<file path="src/rtl/core/lrtr_pkg.sv">
// ----------------------------------------------------------------------------
// lrtr_pkg: shared types and constants of the LED ring tiling remap
// Request and result payloads, ring settings layout, command queue entry
// and the request and register codes used across the block.
// ----------------------------------------------------------------------------
package lrtr_pkg;

    localparam int MAX_RINGS_DEF = 64;
    localparam int RING_LEDS     = 24;
    localparam int LAST_SLOT     = 23;
    localparam int CMD_DEPTH     = 4;
    localparam int OUT_DEPTH     = 4;
    localparam int CFG_IDX_W     = 4;
    localparam int CFG_DATA_W    = 8;

    // Request codes carried in req_type.
    localparam logic [1:0] REQ_SETTINGS = 2'd0;
    localparam logic [1:0] REQ_PIXEL    = 2'd1;
    localparam logic [1:0] REQ_EMIT     = 2'd2;

    // Configuration register indexes.
    localparam logic [CFG_IDX_W-1:0] CFG_MIRROR_MODE = 4'd0;
    localparam logic [CFG_IDX_W-1:0] CFG_RING_COUNT  = 4'd1;

    typedef struct packed {
        logic [1:0]  req_type;
        logic [5:0]  ring;
        logic [10:0] render_index;
        logic        face;
        logic        winding;
        logic [4:0]  mount_offset;
        logic        extra_reverse;
        logic [4:0]  extra_offset;
        logic [8:0]  brightness;
        logic [7:0]  red;
        logic [7:0]  green;
        logic [7:0]  blue;
    } item_t;

    typedef struct packed {
        logic [10:0] pixel_index;
        logic [7:0]  out_red;
        logic [7:0]  out_green;
        logic [7:0]  out_blue;
        logic        last_of_ring;
    } result_t;

    typedef struct packed {
        logic       face;
        logic       winding;
        logic [4:0] mount_offset;
        logic       extra_reverse;
        logic [4:0] extra_offset;
        logic [8:0] brightness;
    } ring_cfg_t;

    localparam ring_cfg_t RING_CFG_RESET = '{
        face: 1'b0, winding: 1'b0, mount_offset: 5'd0,
        extra_reverse: 1'b0, extra_offset: 5'd0, brightness: 9'd256
    };

    // One entry of the queue between the front and the back.
    typedef struct packed {
        logic [1:0]  kind;
        logic [5:0]  ring;
        logic [10:0] render_index;
        ring_cfg_t   settings;
        logic [23:0] rgb;
    } cmd_t;

    // Handshake between the command queue and the back end.
    typedef struct packed {
        logic avail;
        cmd_t cmd;
    } cmd_head_t;

    // Reduce a value below 48 into the range of ring slots.
    function automatic logic [4:0] wrap_slot(input logic [5:0] v);
        logic [5:0] w;
        w = (v >= 6'(RING_LEDS)) ? (v - 6'(RING_LEDS)) : v;
        return w[4:0];
    endfunction

endpackage

</file>
<file path="src/rtl/core/lrtr_front.sv">
// ----------------------------------------------------------------------------
// lrtr_front: request classifier
// Decides which accepted requests do work and normalizes their fields
// into a command for the back end.
// ----------------------------------------------------------------------------
module lrtr_front #(
    parameter int MAX_RINGS = lrtr_pkg::MAX_RINGS_DEF
) (
    input  lrtr_pkg::item_t item,
    input  logic [6:0]      ring_count,
    output logic            keep,
    output lrtr_pkg::cmd_t  cmd
);

    localparam logic [8:0]  MAX_RINGS_V = 9'(MAX_RINGS);
    localparam logic [12:0] DEPTH_V     = 13'(lrtr_pkg::RING_LEDS * MAX_RINGS);

    logic [8:0] limit;
    logic [8:0] ring_w;

    always_comb
    begin
        ring_w = {3'b000, item.ring};
        limit  = ({2'b00, ring_count} > MAX_RINGS_V) ? MAX_RINGS_V : {2'b00, ring_count};

        case (item.req_type)
            lrtr_pkg::REQ_SETTINGS: keep = (ring_w < MAX_RINGS_V);
            lrtr_pkg::REQ_PIXEL:    keep = ({2'b00, item.render_index} < DEPTH_V);
            lrtr_pkg::REQ_EMIT:     keep = (ring_w < limit);
            default:                keep = 1'b0;
        endcase

        cmd.kind                   = item.req_type;
        cmd.ring                   = item.ring;
        cmd.render_index           = item.render_index;
        cmd.settings.face          = item.face;
        cmd.settings.winding       = item.winding;
        cmd.settings.mount_offset  = lrtr_pkg::wrap_slot({1'b0, item.mount_offset});
        cmd.settings.extra_reverse = item.extra_reverse;
        cmd.settings.extra_offset  = lrtr_pkg::wrap_slot({1'b0, item.extra_offset});
        cmd.settings.brightness    = (item.brightness > 9'd256) ? 9'd256 : item.brightness;
        cmd.rgb                    = {item.red, item.green, item.blue};
    end

endmodule

</file>
<file path="config.mk">
export PLATFORM = sky130hd
export DESIGN_NAME = lrtr_front
export DESIGN_NICKNAME = d
export VERILOG_FILES = /design/src/rtl/core/lrtr_pkg.sv /design/src/rtl/core/lrtr_front.sv
export SDC_FILE = /design/constraint.sdc
export NUM_CORES = 1
export LEC_CHECK = 0
export BUFFER_PORTS_ARGS = -buffer_cell sky130_fd_sc_hd__buf_2
export CORE_ASPECT_RATIO = 1.75
export CORE_MARGIN = 3
export CORE_UTILIZATION = 25
export DETAILED_ROUTE_END_ITERATION = 16
export GPL_TIMING_DRIVEN = 0
export PLACE_DENSITY = 0.93
export SYNTH_ARGS = -nofsm -noshare
export SYNTH_HDL_FRONTEND = slang
export SYNTH_SLANG_ARGS = --single-unit
</file>
<file path="constraint.sdc">
create_clock -name vclk -period 2
set_input_delay 0.4 -clock vclk [all_inputs]
set_output_delay 0.4 -clock vclk [all_outputs]
set_load 0.005 [all_outputs]
</file>
======== Word level (Yosys, flattened, before mapping) ========
Index checks and enable logic that the tools add are counted.
word-level totals
  RAM bits ................................ 0
  output and inout port bits .............. 66
  input bits .............................. 72
  logic and storage cells ................. 16
  bits in registers ....................... 0
  memory bits (read-only) ................. 0
  memories ................................ 0
  latch bits .............................. 0
operators by class
  bitwise gates (word level) .............. 0
  shift-type cells ........................ 0
  div/mod/pow operators ................... 0
  multipliers ............................. 0
  $add $sub $neg .......................... 2
  muxes and demuxes ....................... 5
  magnitude comparators ................... 6
  reductions and logical operators ........ 1
  eq/ne operators ......................... 2
operators with widths
  cell                                                       number
  < comparator 11 bit (second input constant)                1
  greater-or-equal comparator 5 bit (second input constant)  2
  2-to-1 mux 5 bit                                           2
  subtractor 5 bit (second input constant)                   2
  greater-than comparator 9 bit (second input constant)      1
  2-to-1 mux 9 bit                                           1
  greater-than comparator 7 bit (second input constant)      1
  < comparator 6 x 7 -> 1 bit                                1
  2-to-1 mux 7 bit                                           1
  case mux 1 bit (3 select lines)                            1
  equality test 2 x 1 -> 1 bit (second input constant)       1
  equality test 2 bit (second input constant)                1
  logical NOT 2 bit                                          1

======== Longest topological paths before layout ========
  depth in word-level cells ............... 4
  gate-level depth with buffers ........... 6
  mapped depth without buffers ............ 6

======== Worst setup path after synthesis ========
OpenSTA, ideal clock, no wires.
  path type ............................... input-to-output
  start point ............................. input ring_count[6]
  end point ............................... output keep
  required time ........................... 1600 ps
  path buffers ............................ 0
  data arrival time ....................... 1310 ps
  stages .................................. 6
  setup slack ............................. 290 ps
  path through ............................ inv_1 nand2_1 ha_1 a21oi_2 nor2b_1 o41ai_2
on the way
  cells in the longest elaborated chain, start to end .. 4
ends and longest elaborated chain
  element                            RTL line          text
  start: declaration                 lrtr_front.sv:10  input logic [6:0] ring_count,
  greater-than comparator 7 bit      lrtr_front.sv:24  limit = ({2'b00, ring_count} > MAX_RINGS_V) ? MAX_RINGS_V : {2'b00, ring_count};
  2-to-1 mux 7 bit *                 lrtr_front.sv:24
  < comparator 6 x 7 -> 1 bit *      lrtr_front.sv:29  lrtr_pkg::REQ_EMIT: keep = (ring_w < limit);
  case mux 1 bit (3 select lines) *  lrtr_front.sv:26  case (item.req_type)
  end: declaration                   lrtr_front.sv:11  output logic keep,
Every way passes the cells marked *; elsewhere a longest branch is shown, timed or not.

======== Worst setup path in the final report ========
Ends and elaborated chain as after synthesis.

==> metrics.txt <==
# TYPE chip_impl_metric gauge
chip_impl_metric{name="ys.warnings.count",unit=""} 0
chip_impl_metric{name="p_int",unit="µW"} 153
chip_impl_metric{name="power.ir.vdd_worst",unit="mV"} 0.0846
chip_impl_info{name="outcome",value="complete, no violations"} 1
chip_impl_metric{name="viasPerCell",unit=""} 4.14
chip_impl_metric{name="worst-endpoint-arrival",unit="ps"} 1520
chip_impl_metric{name="buffer_ports.inserted",unit=""} 96
chip_impl_metric{name="synthesis.area",unit="µm²"} 638
chip_impl_metric{name="power.combinational.fraction",unit="%"} 100.0
chip_impl_info{name="synth_top_cells_by_count",value="buf_4, nor2b_1, ha_1, nand2_1, a21oi_2"} 1
chip_impl_info{name="synth_area_leaders",value="buf_4, nor2b_1, ha_1"} 1
chip_impl_metric{name="grt_antenna_before_repair",unit=""} 0
chip_impl_metric{name="synth_mux_area_share",unit="%"} 0
chip_impl_info{name="sort_of_element_at_the_end_of_the_critical_path",value="output pin"} 1
chip_impl_metric{name="final_layout_net_count",unit=""} 262
chip_impl_metric{name="share_seq_of_total_power",unit="%"} 0
chip_impl_metric{name="routabilityCongestion",unit=""} 0.683
chip_impl_metric{name="first_global_vias",unit=""} 828
chip_impl_metric{name="synth_top_area_share",unit="%"} 61.2
chip_impl_metric{name="grt.overflow.total",unit=""} 0
chip_impl_metric{name="post-route-min-period",unit="ps"} 1920
chip_impl_metric{name="cp_data_required_time",unit="ps"} 1600
chip_impl_metric{name="dp_hpwl",unit="µm"} 2440
chip_impl_info{name="synth_most_common_cell",value="buf_4"} 1
chip_impl_info{name="synth_area_leader_cell",value="buf_4"} 1
chip_impl_metric{name="worstHoldPathCells",unit=""} 2
chip_impl_info{name="grt_setup_unrepaired",value="false"} 1
chip_impl_info{name="largest_family_of_logic_cells_by_synthesized_area",value="buffers and inverters"} 1
chip_impl_info{name="worstHoldEndpoint",value="cmd[2]"} 1
chip_impl_metric{name="average_footprint_of_a_synthesized_cell",unit="µm²"} 7.33
chip_impl_metric{name="totalWireLength",unit="µm"} 2490
chip_impl_metric{name="post_cts.repair.setup_buffers",unit=""} 0
chip_impl_metric{name="fillCellCount",unit=""} 243
chip_impl_metric{name="grt_start_max_net_pins",unit=""} 10
chip_impl_metric{name="p_sw",unit="µW"} 81.4
chip_impl_info{name="timing.hold.worst.start",value="item[2]"} 1
chip_impl_metric{name="drc_violation_count_after_routing",unit=""} 0
chip_impl_metric{name="die_h",unit="µm"} 72.8
chip_impl_metric{name="setup_viol",unit=""} 0
chip_impl_metric{name="crit_fanout",unit=""} 6
chip_impl_metric{name="cts_hold_repair.buffers",unit=""} 0
chip_impl_metric{name="design.portCount",unit=""} 138
chip_impl_metric{name="timing.slew.headroom",unit="%"} 85.3
chip_impl_metric{name="synth_simple_gate_area_share",unit="%"} 19.6
chip_impl_metric{name="switching_share",unit="%"} 34.8
chip_impl_metric{name="sequential_cell_count_of_the_final_layout",unit=""} 0
chip_impl_metric{name="max_cap_viol_count",unit=""} 0
chip_impl_metric{name="regArea",unit="µm²"} 0
chip_impl_metric{name="mappedNetlistNets",unit=""} 164
chip_impl_info{name="crit_type",value="in -> out"} 1
chip_impl_metric{name="period_share",unit="%"} 95.9
chip_impl_metric{name="setup_total_negative_slack",unit="ps"} 0
chip_impl_metric{name="synth_area_in_xor_xnor",unit="%"} 0
chip_impl_metric{name="clockBufferCount",unit=""} 0
chip_impl_metric{name="fin_total_pwr",unit="µW"} 234
chip_impl_metric{name="fmax",unit="MHz"} 521
chip_impl_metric{name="post_synth_adder_cell_area",unit="%"} 9.80
chip_impl_metric{name="n_antenna_cell",unit=""} 0
chip_impl_metric{name="grt_first_pass_wirelength",unit="µm"} 3370
chip_impl_metric{name="pwr_density_cell",unit="nW/µm²"} 201
chip_impl_metric{name="globalRouteTotalUtil",unit="%"} 13.4
chip_impl_info{name="worstHoldPathType",value="in -> out"} 1
chip_impl_metric{name="fp.dieW",unit="µm"} 44.2
chip_impl_metric{name="detail-route-antenna-nets",unit=""} 0
chip_impl_metric{name="wl_per_cell",unit="µm"} 12.0
chip_impl_metric{name="finalHoldViolCount",unit=""} 0
chip_impl_metric{name="vias",unit=""} 862
chip_impl_metric{name="ratio_of_cells_with_drive_above_1_in_the_final_layout",unit="%"} 84.7
chip_impl_metric{name="final.hold.worst_slack",unit="ps"} 966
chip_impl_metric{name="clock_share_of_power",unit="%"} 0
chip_impl_metric{name="drt_iter0_markers",unit=""} 1
chip_impl_metric{name="layout.core_utilization",unit="%"} 49.4
chip_impl_metric{name="effective_utilization_at_floorplan",unit="%"} 27.0
chip_impl_metric{name="synthDistinctLibCells",unit=""} 13
chip_impl_metric{name="firstDrtPassIters",unit=""} 2
chip_impl_metric{name="cellLeakagePower",unit="µW"} 0.000739
chip_impl_metric{name="die_area",unit="µm²"} 3220
chip_impl_metric{name="dp_cells",unit=""} 208
chip_impl_metric{name="ys_seq_area_share",unit="%"} 0
chip_impl_metric{name="fin_cells",unit=""} 208
chip_impl_metric{name="placementRows",unit=""} 23
chip_impl_info{name="setup.worst_path.start_class",value="input pin"} 1
chip_impl_metric{name="postSynthCellCount",unit=""} 87
chip_impl_metric{name="area.growth.synth_to_final",unit="%"} 82.5
chip_impl_metric{name="synth-compound-area-share",unit="%"} 8.24
chip_impl_metric{name="worst_pin_slew",unit="ps"} 218
chip_impl_metric{name="core_area",unit="µm²"} 2360
chip_impl_metric{name="maxSlewViolCount",unit=""} 0
-- metrics by stage --
step / cell area (µm²) / setup WS [ps]
after global placement: 1150 / -52.5
after global routing: 1160 / 8.17
final: 1160 / 81.3
after detailed placement: 1150 / -73.7
after floorplan: 638 / 290
after CTS: 1150 / 29.2
-- cell type report --
cell class         count  area [µm²]  share of cell area [%]
plain buffers         53         394                    33.8
inverters              1        6.26                   0.537
multi-input cells     33         253                    21.7
well taps             25        31.3                    2.69
repair buffers        96         480                    41.2
-- timing repair --
item | 4_1_cts | 5_1_grt
resized for setup | 2 | 1
setup endpoints to repair | 1 | 1
pin swaps | 0 | 1
cloned | 0 | 0
-- worst max path at each step --
stage          slack [ps]   end           from
3_3_place_gp          -50  keep  ring_count[6]
3_5_place_dp          -70  keep  ring_count[6]
2_1_floorplan         290  keep  ring_count[6]
5_1_grt                 8  keep  ring_count[6]
4_1_cts                30  keep  ring_count[6]
6_report               80  keep  ring_count[6]
-- kinds of logic (layout without fill, tap and decap cells) --
family	Yosys count	count (layout)
buf+inv	54	150
simple gates	22	22
compound gates	6	6
fa+ha+maj	5	5
-- cell usage in the layout, fill, tap and decap left out --
master     n
nand2_1    5
nand3_1    1
o41ai_2    1
buf_2     96
nand2b_1   1
ha_1       4
ha_4       1
a21oi_1    2
nor2b_1   13
buf_4     52
nand3_2    1
clkbuf_1   1
inv_4      1
a21oi_2    3
nor2_1     1
-- power groups by stage --
stage | clock network (µW) | registers [µW] | logic, µW
after CTS | 0 | 0 | 237
after global placement | 0 | 0 | 231
after floorplan | 0 | 0 | 127
after global routing | 0 | 0 | 259
after detailed placement | 0 | 0 | 235
final | 0 | 0 | 234
-- metal layers --
metal,track usage [%],up-vias,part of all wire [%]
li1,-,416,-
met1,12.4,342,27
met2,29.1,104,54
met3,2.96,0,18
met4,0,0,0
met5,0,-,0
-- worst max-delay path: stages --
cell	delay, ps
buf_2	110
inv_4	70
nand2_1	50
ha_1	310
a21oi_2	150
a21oi_2	70
o41ai_2	190
buf_2	160
No activity file was read; power rests on OpenSTA's default activity.
