===== src/rtl/core/lrtr_pkg.sv =====
// ----------------------------------------------------------------------------
// lrtr_pkg: shared types and constants of the LED ring tiling remap
// Request and result payloads, ring settings layout, command queue entry
// and the request and register codes used across the block.
// ----------------------------------------------------------------------------
package lrtr_pkg;

    localparam int MAX_RINGS_DEF = 64;
    localparam int RING_LEDS     = 24;
    localparam int LAST_SLOT     = 23;
    localparam int CMD_DEPTH     = 4;
    localparam int OUT_DEPTH     = 4;
    localparam int CFG_IDX_W     = 4;
    localparam int CFG_DATA_W    = 8;

    // Request codes carried in req_type.
    localparam logic [1:0] REQ_SETTINGS = 2'd0;
    localparam logic [1:0] REQ_PIXEL    = 2'd1;
    localparam logic [1:0] REQ_EMIT     = 2'd2;

    // Configuration register indexes.
    localparam logic [CFG_IDX_W-1:0] CFG_MIRROR_MODE = 4'd0;
    localparam logic [CFG_IDX_W-1:0] CFG_RING_COUNT  = 4'd1;

    typedef struct packed {
        logic [1:0]  req_type;
        logic [5:0]  ring;
        logic [10:0] render_index;
        logic        face;
        logic        winding;
        logic [4:0]  mount_offset;
        logic        extra_reverse;
        logic [4:0]  extra_offset;
        logic [8:0]  brightness;
        logic [7:0]  red;
        logic [7:0]  green;
        logic [7:0]  blue;
    } item_t;

    typedef struct packed {
        logic [10:0] pixel_index;
        logic [7:0]  out_red;
        logic [7:0]  out_green;
        logic [7:0]  out_blue;
        logic        last_of_ring;
    } result_t;

    typedef struct packed {
        logic       face;
        logic       winding;
        logic [4:0] mount_offset;
        logic       extra_reverse;
        logic [4:0] extra_offset;
        logic [8:0] brightness;
    } ring_cfg_t;

    localparam ring_cfg_t RING_CFG_RESET = '{
        face: 1'b0, winding: 1'b0, mount_offset: 5'd0,
        extra_reverse: 1'b0, extra_offset: 5'd0, brightness: 9'd256
    };

    // One entry of the queue between the front and the back.
    typedef struct packed {
        logic [1:0]  kind;
        logic [5:0]  ring;
        logic [10:0] render_index;
        ring_cfg_t   settings;
        logic [23:0] rgb;
    } cmd_t;

    // Handshake between the command queue and the back end.
    typedef struct packed {
        logic avail;
        cmd_t cmd;
    } cmd_head_t;

    // Reduce a value below 48 into the range of ring slots.
    function automatic logic [4:0] wrap_slot(input logic [5:0] v);
        logic [5:0] w;
        w = (v >= 6'(RING_LEDS)) ? (v - 6'(RING_LEDS)) : v;
        return w[4:0];
    endfunction

endpackage


===== src/rtl/core/lrtr_cmd_fifo.sv =====
// ----------------------------------------------------------------------------
// lrtr_cmd_fifo: command queue
// Short queue that decouples request intake from ring processing.
// ----------------------------------------------------------------------------
module lrtr_cmd_fifo (
    input  logic                 clk,
    input  logic                 rst_n,
    input  logic                 wr_en,
    input  lrtr_pkg::cmd_t       wr_cmd,
    output logic                 full,
    input  logic                 rd_en,
    output lrtr_pkg::cmd_head_t  head
);

    localparam int DEPTH = lrtr_pkg::CMD_DEPTH;
    localparam int PW    = (DEPTH > 1) ? $clog2(DEPTH) : 1;
    localparam int CW    = $clog2(DEPTH + 1);

    lrtr_pkg::cmd_t mem_reg [DEPTH];
    logic [PW-1:0]  wr_ptr_reg, rd_ptr_reg;
    logic [CW-1:0]  count_reg, count_next;
    logic           do_wr, do_rd;

    assign do_wr     = wr_en && !full;
    assign do_rd     = rd_en && (count_reg != '0);
    assign full      = (count_reg == CW'(DEPTH));
    assign head.avail = (count_reg != '0);
    assign head.cmd   = mem_reg[rd_ptr_reg];

    always_comb
    begin
        count_next = count_reg;
        if (do_wr && !do_rd)
        begin
            count_next = count_reg + 1'b1;
        end
        else if (do_rd && !do_wr)
        begin
            count_next = count_reg - 1'b1;
        end
    end

    always_ff @(posedge clk)
    begin
        if (do_wr)
        begin
            mem_reg[wr_ptr_reg] <= wr_cmd;
        end
    end

    always_ff @(posedge clk or negedge rst_n)
    begin
        if (!rst_n)
        begin
            wr_ptr_reg <= '0;
            rd_ptr_reg <= '0;
            count_reg  <= '0;
        end
        else
        begin
            count_reg <= count_next;
            if (do_wr)
            begin
                wr_ptr_reg <= (wr_ptr_reg == PW'(DEPTH - 1)) ? '0 : wr_ptr_reg + 1'b1;
            end
            if (do_rd)
            begin
                rd_ptr_reg <= (rd_ptr_reg == PW'(DEPTH - 1)) ? '0 : rd_ptr_reg + 1'b1;
            end
        end
    end

endmodule


===== config.mk =====
export PLATFORM = sky130hd
export DESIGN_NAME = lrtr_cmd_fifo
export DESIGN_NICKNAME = d
export VERILOG_FILES = /design/src/rtl/core/lrtr_pkg.sv /design/src/rtl/core/lrtr_cmd_fifo.sv
export SDC_FILE = /design/constraint.sdc
export NUM_CORES = 1
export LEC_CHECK = 0
export ABC_AREA = 1
export CAP_MARGIN = 20
export CORE_ASPECT_RATIO = 0.6
export CORE_MARGIN = 5
export CORE_UTILIZATION = 63
export DETAILED_ROUTE_END_ITERATION = 12
export DONT_BUFFER_PORTS = 1
export PLACE_DENSITY = 0.86
export SETUP_SLACK_MARGIN = 0.1
export SYNTH_ARGS = -nofsm -noshare
export SYNTH_HDL_FRONTEND = slang
export SYNTH_SLANG_ARGS = --single-unit
export TNS_END_PERCENT = 1

===== constraint.sdc =====
create_clock -name clk -period 4.9 [get_ports clk]
set_input_delay 0 -clock clk [delete_from_list [all_inputs] [get_ports clk]]
set_output_delay 0 -clock clk [all_outputs]
set_load 0.05 [all_outputs]

Yosys cells after proc, flatten, opt, wreduce, memory -nomap -nowiden. Memory sizes are Yosys's and may differ from the RTL's. Index checks and enable logic that the tools add are counted.

Register bits: 7. Bits in writable memories: 260. Input bits: 69. Memories: 1.

$add $sub $neg: 4. Equal/unequal tests: 3. Mux-type cells: 6. Reduce and logical (&&, ||, !) cells: 9.

Memories: mem_reg (depth 4, bits a word 65, read ports 1, clocked after Yosys merged registers in 0, write ports 1, RTL line lrtr_cmd_fifo.sv:19) `lrtr_pkg::cmd_t mem_reg [DEPTH];`.

Operators with widths (count): 2-to-1 mux 3 bit (2); adder 2 x 1 -> 2 bit, second input constant (2); equality test 2 bit, second input constant (2); logical AND 1 bit (4); 2-to-1 mux 2 bit (2); adder 3 x 1 -> 3 bit, second input constant (1); equality test 3 bit, second input constant (1); zero test 1 bit (3); nonzero test 3 bit (1); subtractor 3 x 1 -> 3 bit, second input constant (1); 2-to-1 mux 1 bit (2); nonzero test 2 bit (1).

Depth between registers and ports, before layout. Gate-level depths: netlist of the first run.

Word-level depth: 7. Mapped depth: 12. Depth with buffers taken out: 12.

Worst setup path after synthesis of the first run. No wires, ideal clock.

Path kind: reg-to-reg. Start point: register count_reg[0]. End point: memory mem_reg[0][0] (netlist name) (enable). Arrival: 3459 ps. Required time: 4411 ps. Slack: 952 ps. Stages on the path, launching flop included: 5. Path buffers: 0. Period minus slack after synthesis: 3948 ps. Path through: dfrtp_1 > inv_1 > nand3_1 > nand2_1 > nor2_1.

Word-level cells in the longest chain between the ends: 5.

Ends and longest elaborated chain: start, declared (RTL line lrtr_cmd_fifo.sv:21) `logic [CW-1:0] count_reg, count_next;`; start signal, assigned (RTL line lrtr_cmd_fifo.sv:61) `count_reg <= count_next;`; equality test 3 bit (RTL line lrtr_cmd_fifo.sv:26) `assign full = (count_reg == CW'(DEPTH));`; zero test 1 bit (RTL line lrtr_cmd_fifo.sv:24) `assign do_wr = wr_en && !full;`; logical AND 1 bit (RTL line lrtr_cmd_fifo.sv:24); 2-to-1 mux 1 bit (RTL line lrtr_cmd_fifo.sv:45) `if (do_wr)`; 2-to-1 mux 1 bit (implied by the code) (RTL line lrtr_cmd_fifo.sv:47) `mem_reg[wr_ptr_reg] <= wr_cmd;`; end, declared (RTL line lrtr_cmd_fifo.sv:19).

Every way passes these cells.

==> metrics.yaml, run 1 <==
outcome:
  status: "completed"
worst_setup_path:
  ff2ff_setup_slack_ps: 2300
  cp_max_fo: 95
  worstReg2RegEnd: "mem_reg[2][17]"
  worstSetupEndpointType: "output pin"
  startpoint_type: "register"
  r2r-start: "count_reg[0]"
  criticalPathCategory: "register to output pin"
  arrival_ps: 2860
  reg2reg_depth: 5
  worst_ep_required_time_ps: 4900
logic_synthesis:
  yosys.area_share.simple_pct: 7.83
  ys.warnings.count: 0
  syn_area_mm2: 0.0109
  postSynthNetCount: 894
  synth_mux_area_share_pct: 0
  synth_fa_ha_area_share_pct: 0.873
  ys.flop_type: "edfxtp_1"
  synth_xor_area_share_pct: 0.0805
  synth_compound_area_share_pct: 9.75
  synth_top_family_by_area: "compound AO/OA/AOI/OAI gates"
  synth.yosys.seq_area_share_pct: 73.3
  synth_edf_count: 260
  synth_seq_cells: 267
  synthDistinctLibCells: 18
  async_flop_share_pct: 2.62
  syn_area_per_cell_um2: 13.3
  postSynthCellCount: 818
layout:
  finalInstanceArea_mm2: 0.0124
  fin_nets: 954
  area_delta_synth_final_pct: 13.5
  largest_reg_flops: 260
  drive_above_1_share_pct: 7.05
  fill_cells: 1023
cts:
  clk_path_buf_depth: 3
  cts.clk_slew.worst_paths_ps: 60
  clock_latency_ps: 500
  numClockSinks: 267
  cts_tree: "yes"
  cts_inserted_buffers: 24
  htreeDepth: 1
  clockRootBuffer: "clkbuf_16"
placement:
  place_area_mm2: 0.0109
  dp_hpwl_mm: 12.1
  place_congestion: 0.870
  io_buffers: 0
pwr:
  p_total_mw: 8.25
  leakagePower_nw: 4.70
  vdd_drop_max_mv: 0.458
  powerDensity_mw_per_mm2: 668
die:
  initial_utilization_pct: 63.9
  rows: 37
  die_w_um: 180
  core_mm2: 0.0170
  die-area_mm2: 0.0201
  pin_count: 136
  die_h_um: 112
detailed_routing:
  post_drt_wl_per_cell_um: 18.6
  drt_first_pass_iters: 5
  drc: 0
  drt_iter0_markers: 640
  viasPerCell: 5.47
  routed_wirelength_mm: 21.0
  drtAntennaViolNets: 0
  vias: 6180
timing:
  post-route-period-util_pct: 58.3
  slew_headroom_pct: 36.8
  grt_setup_unrepaired: "false"
  fin_setup_tns_ps: 0
  maxSlewViolCount: 0
  worst_slew_pin_slew_ps: 948
  fin_skew_ps: 13.8
  max_freq_mhz: 350
  finalHoldViolCount: 0
  setup_viol: 0
  min_period_ps: 2860
worst_hold_path:
  min_path_cells: 1
  hp-class: "primary input to register"
  hp-start: "wr_cmd[0]"
  min_to: "mem_reg[3][0]"
global_routing:
  first_global_vias: 6065
  grt_max_degree: 115
  antenna_found_initial: 3
  overflow: 0
  grt_pass1_wl_mm: 33.5
  grtUsageTotal_pct: 20.8
flow_run:
  maxCapViolCount: 0
==> power by group <==
group          total (mW)  switching [mW]  internal, mW
Combinational        3.32            2.76         0.558
Sequential           3.23           0.222          3.00
Clock                1.70           0.744         0.960
==> logic make-up after synthesis <==
logic type | count (synthesis)
and+or+nand+nor | 224
buffers and inverters | 188
adders and majority gates | 7
xor gates and xnor gates | 1
DFF | 267
AOI/OAI and AO/OA | 131
==> what timing repair did <==
| item | CTS | global route |
|---|---|---|
| buffers inserted | 0 | 0 |
| hold endpoints to repair | 272 | 0 |
| hold buffers | 69 | 0 |
| setup endpoints to repair | 0 | 0 |
| resized for setup | 0 | 0 |
==> worst max-delay path, cell delays in order, from the launching register on <==
cell and delay (ps):
dfrtp_4 1040, buf_4 610, nand2_1 160, o211ai_1 160, nand2_1 360
==> routing by layer <==
layer | vias to the layer above | global-route usage [%] | part of all wire [%]
met3 | 35 | 5.97 | 8.9
met2 | 225 | 32.4 | 46
met4 | 2 | 4.16 | 1.6
met1 | 2966 | 29.9 | 44
li1 | 2952 | - | -
met5 | - | 0 | 0.062
==> Yosys cell counts, types with 3 or more instances <==
| cell | instances | share of area (%) |
|---|---|---|
| nand3_1 | 7 | 0.32 |
| buf_4 | 5 | 0.34 |
| edfxtp_1 | 260 | 72 |
| ha_1 | 6 | 0.69 |
| buf_2 | 16 | 0.74 |
| o211ai_2 | 16 | 1.8 |
| buf_6 | 19 | 2.0 |
| dfrtp_1 | 7 | 1.6 |
| nand2_1 | 210 | 7.2 |
| inv_1 | 144 | 5.0 |
| o211ai_1 | 114 | 7.9 |
| clkbuf_1 | 3 | 0.10 |
| nor2_1 | 6 | 0.21 |
==> cell usage in the layout (no fill, tap or decap), drive strengths merged, types with 3 or more instances in the layout <==
cell         count
nor2             6
dfrtp            7
buf              8
nand3            7
inv            145
o211ai         130
clkbuf          34
diode            3
nand2          210
dlygate4sd3     69
clkinv           7
edfxtp         260
ha               6
==> worst max path at each step <==
stage                  start             end  slack [ps]
6_report       rd_ptr_reg[0]        head[57]        2040
3_5_place_dp    count_reg[0]  mem_reg[2][26]        2290
4_1_cts        rd_ptr_reg[0]        head[57]        2090
5_1_grt        rd_ptr_reg[0]        head[57]        1830
3_3_place_gp    count_reg[0]  mem_reg[2][27]        2340
2_1_floorplan   count_reg[0]   mem_reg[0][0]         950
==> metrics by stage <==
stage               hold WS [ps]  setup slack, ps  utilization [%]  std cells
CTS                          195             2090             72.5       1127
finish                       210             2040             72.5       1130
floorplan                   -296              952                -        818
global route                 197             1830             72.5       1129
global placement            -295             2340             64.2       1017
detailed placement          -295             2290             64.2       1017
==> cell type report <==
class | instances | area [µm²] | share of cell area [%]
timing repair buffer | 77 | 763 | 6.18
clock inverter | 7 | 32.5 | 0.263
inverter | 145 | 544 | 4.41
sequential | 267 | 7990 | 64.7
clock buffer | 34 | 679 | 5.50
antenna | 3 | 7.51 | 0.0608
multi-input combinational | 363 | 2050 | 16.6
tap | 234 | 293 | 2.37
Note: power is estimated with default switching activity, not from simulation.
==> inputs of run 2 (changes only) <==
--- a/config.mk
+++ b/config.mk
@@ -9,10 +9,10 @@
 export CAP_MARGIN = 20
 export CORE_ASPECT_RATIO = 0.6
 export CORE_MARGIN = 5
-export CORE_UTILIZATION = 63
+export CORE_UTILIZATION = 57
 export DETAILED_ROUTE_END_ITERATION = 12
 export DONT_BUFFER_PORTS = 1
-export PLACE_DENSITY = 0.86
+export PLACE_DENSITY = 0.82
 export SETUP_SLACK_MARGIN = 0.1
 export SYNTH_ARGS = -nofsm -noshare
 export SYNTH_HDL_FRONTEND = slang
==> constraint.sdc (replaced) <==
create_clock -name clk -period 2.3 [get_ports clk]
set_input_delay 0 -clock clk [delete_from_list [all_inputs] [get_ports clk]]
set_output_delay 0 -clock clk [all_outputs]
set_load 0.05 [all_outputs]
==> run 2 against run 1 <==
Register-to-register slack got worse by 1800 ps; critical path type unchanged; worst hold slack worse by 6.7 ps; largest cell class unchanged; non-clock buffer count is 75 higher; routed wire length increased by 7.5%; die area up 9.7%; critical endpoint is now head[14]; via count rose by 6.9%; first-iteration DRC count down 5.9%; final area increased by 13%.
==> metrics.yaml, run 2 (synthesis gave the netlist of run 1 again) <==
timing:
  finalHoldViolCount: 0  # unchanged
  max_freq_mhz: 483
  post-route-period-util_pct: 90.0
  grt_setup_unrepaired: "false"  # unchanged
  slew_headroom_pct: 65.8  # was 36.8%
  worst_slew_pin_slew_ps: 512  # was 948 ps
  fin_skew_ps: 8.90  # was 13.8 ps
  min_period_ps: 2070
  maxSlewViolCount: 0  # unchanged
  whs_ps: 203  # was 210 ps
  fin_setup_tns_ps: 0  # unchanged
  setup_viol: 0  # unchanged
layout:
  seqCellArea_mm2: 0.00799  # unchanged
  largest_reg_flops: 260  # unchanged
  fill_cells: 1120  # was 1023
  instances_no_fill: 1218  # was 1130
  fin_nets: 1029  # was 954
  multi_input_area_mm2: 0.00205  # unchanged
  finalInstanceArea_mm2: 0.0139  # was 0.0124 mm²
  area_delta_synth_final_pct: 27.9  # was 13.5%
  layout_common_cells: "edfxtp_1 (260), nand2_1 (210), inv_1 (144)"  # unchanged
  drive_above_1_share_pct: 14.6  # was 7.05%
  final_util_pct: 73.7  # was 72.5%
  final_common_cell: "edfxtp_1"  # unchanged
worst_setup_path:
  cp_max_fo: 34  # was 95
  critPathSlowestCell: "dfrtp_2"  # was dfrtp_4
  crit_chain: "inv_2, buf_4, o211ai_1, nand2_1, buf_12"  # was buf_4, nand2_1, o211ai_1, nand2_1
  r2r-start: "count_reg[0]"  # unchanged
  startpoint_type: "register"  # unchanged
  ff2ff_setup_slack_ps: 500  # was 2300 ps
  criticalPathCategory: "register to output pin"  # unchanged
  worstReg2RegEnd: "count_reg[2]"  # was mem_reg[2][17]
  worstSetupEndpointType: "output pin"  # unchanged
  worst_ep_required_time_ps: 2300  # was 4900 ps
  arrival_ps: 2070  # was 2860 ps
  cp_slowest_stage_delay_ps: 540  # was 1040 ps
  reg2reg_depth: 10  # was 5
placement:
  place_area_mm2: 0.0124  # was 0.0109 mm²
  dpl.cell_count: 1103  # was 1017
  place_congestion: 0.775  # was 0.870
  dp_hpwl_mm: 13.7  # was 12.1 mm
  io_buffers: 0  # unchanged
die:
  initial_utilization_pct: 57.6  # was 63.9%
  rows: 39  # was 37
  core_mm2: 0.0189  # was 0.0170 mm²
  die_w_um: 188  # was 180 µm
  die_h_um: 117  # was 112 µm
  pin_count: 136  # unchanged
  die-area_mm2: 0.0221  # was 0.0201 mm²
detailed_routing:
  post_drt_wl_per_cell_um: 18.6  # about the same
  drtAntennaViolNets: 0  # unchanged
  dr_wl_met3_mm: 1.94  # was 1.88 mm
  met2_wirelength_mm: 10.7  # was 9.59 mm
  top_layer_used: "met5"  # unchanged
  drt_first_pass_iters: 5  # unchanged
  drt_iter0_markers: 602  # was 640
  drc: 0  # unchanged
  wl_met1_mm: 9.53  # was 9.19 mm
  viasPerCell: 5.43  # was 5.47
  routed_wirelength_mm: 22.6  # was 21.0 mm
  vias: 6609  # was 6180
outcome:
  status: "completed"  # unchanged
global_routing:
  overflow: 0  # unchanged
  antenna_found_initial: 2  # was 3
  grt_max_degree: 71  # was 115
  grt_pass1_wl_mm: 35.8  # was 33.5 mm
  first_global_vias: 6548  # was 6065
  grtUsageTotal_pct: 20.7  # was 20.8%
cts:
  cts_inserted_buffers: 24  # unchanged
  htreeDepth: 1  # unchanged
  cts.clk_slew.worst_paths_ps: 70  # was 60 ps
  clockRootBuffer: "clkbuf_16"  # unchanged
  cts_resized: 0  # unchanged
  clock_latency_ps: 500  # about the same
  cts_tree: "yes"  # unchanged
  numClockSinks: 267  # unchanged
  clk_path_buf_depth: 3  # unchanged
pwr:
  vdd_drop_max_mv: 1.16  # was 0.458 mV
  leakagePower_nw: 5.42  # was 4.70 nW
  powerDensity_mw_per_mm2: 1590  # was 668 mW/mm²
worst_hold_path:
  min_path_cells: 1  # unchanged
  hp-class: "primary input to register"  # unchanged
  hp-start: "wr_cmd[32]"  # was wr_cmd[0]
  min_to: "mem_reg[0][32]"  # was mem_reg[3][0]
flow_run:
  maxCapViolCount: 0  # unchanged
## run 2: cell types whose count changed in the layout (fill, tap and decap cells not counted), moves of 3 or more
cell       delta
clkbuf_1      -5
buf_12       +72
clkinv_2      -3
bufinv_16     +3
clkinv_1      +4
## run 2: how the worst max path moves through the flow
stage | from | to | slack, ps
2_1_floorplan | count_reg[0] | mem_reg[0][0] | -600
3_3_place_gp | count_reg[0] | mem_reg[2][51] | 560
3_5_place_dp | count_reg[0] | mem_reg[2][51] | 500
4_1_cts | rd_ptr_reg[0] | head[53] | 120
5_1_grt | rd_ptr_reg[1] | head[64] | 110
6_report | rd_ptr_reg[1] | head[14] | 230
## run 2: area by class of cell
| class | count | share of cell area, % |
|---|---|---|
| Tap cell | 246 | 2.21 |
| Clock buffer | 27 | 4.55 |
| Sequential cell | 267 | 57.4 |
| Antenna cell | 1 | 0.0180 |
| Timing Repair Buffer | 152 | 16.0 |
| Clock inverter | 17 | 1.24 |
| Multi-Input combinational cell | 363 | 14.7 |
| Inverter | 145 | 3.91 |
## run 2: per-layer routing
metal,up-vias,GRT usage (%)
met1,3172,29.4
li1,3107,-
met5,-,0
met4,2,5.05
met3,38,4.36
met2,290,33.7
## run 2: metrics by stage
| step | worst slack, ps | power, mW |
|---|---|---|
| 2_1_floorplan | -604 | 13.2 |
| 3_3_place_gp | 558 | 17.9 |
| 3_5_place_dp | 504 | 18.1 |
| 4_1_cts | 119 | 22.3 |
| 5_1_grt | 105 | 23.1 |
| 6_report | 229 | 22.2 |
## run 2: repair_timing
item,4_1_cts,5_1_grt
hold buffers,69,0
buffers inserted,0,1
setup endpoints to repair,0,10
hold endpoints to repair,273,0
## run 2: report_power, final
group,total [mW],switching (mW),internal (mW)
combinational,11.4,6.84,4.56
sequential,6.75,0.357,6.39
clock,4.04,1.71,2.34
## run 2: worst max-delay path: cells and delay by family, from the launching register on
kind | cells | cell delay, ps
compound gates | 1 | 160
simple gates | 1 | 190
flops | 1 | 540
buf+inv | 3 | 660
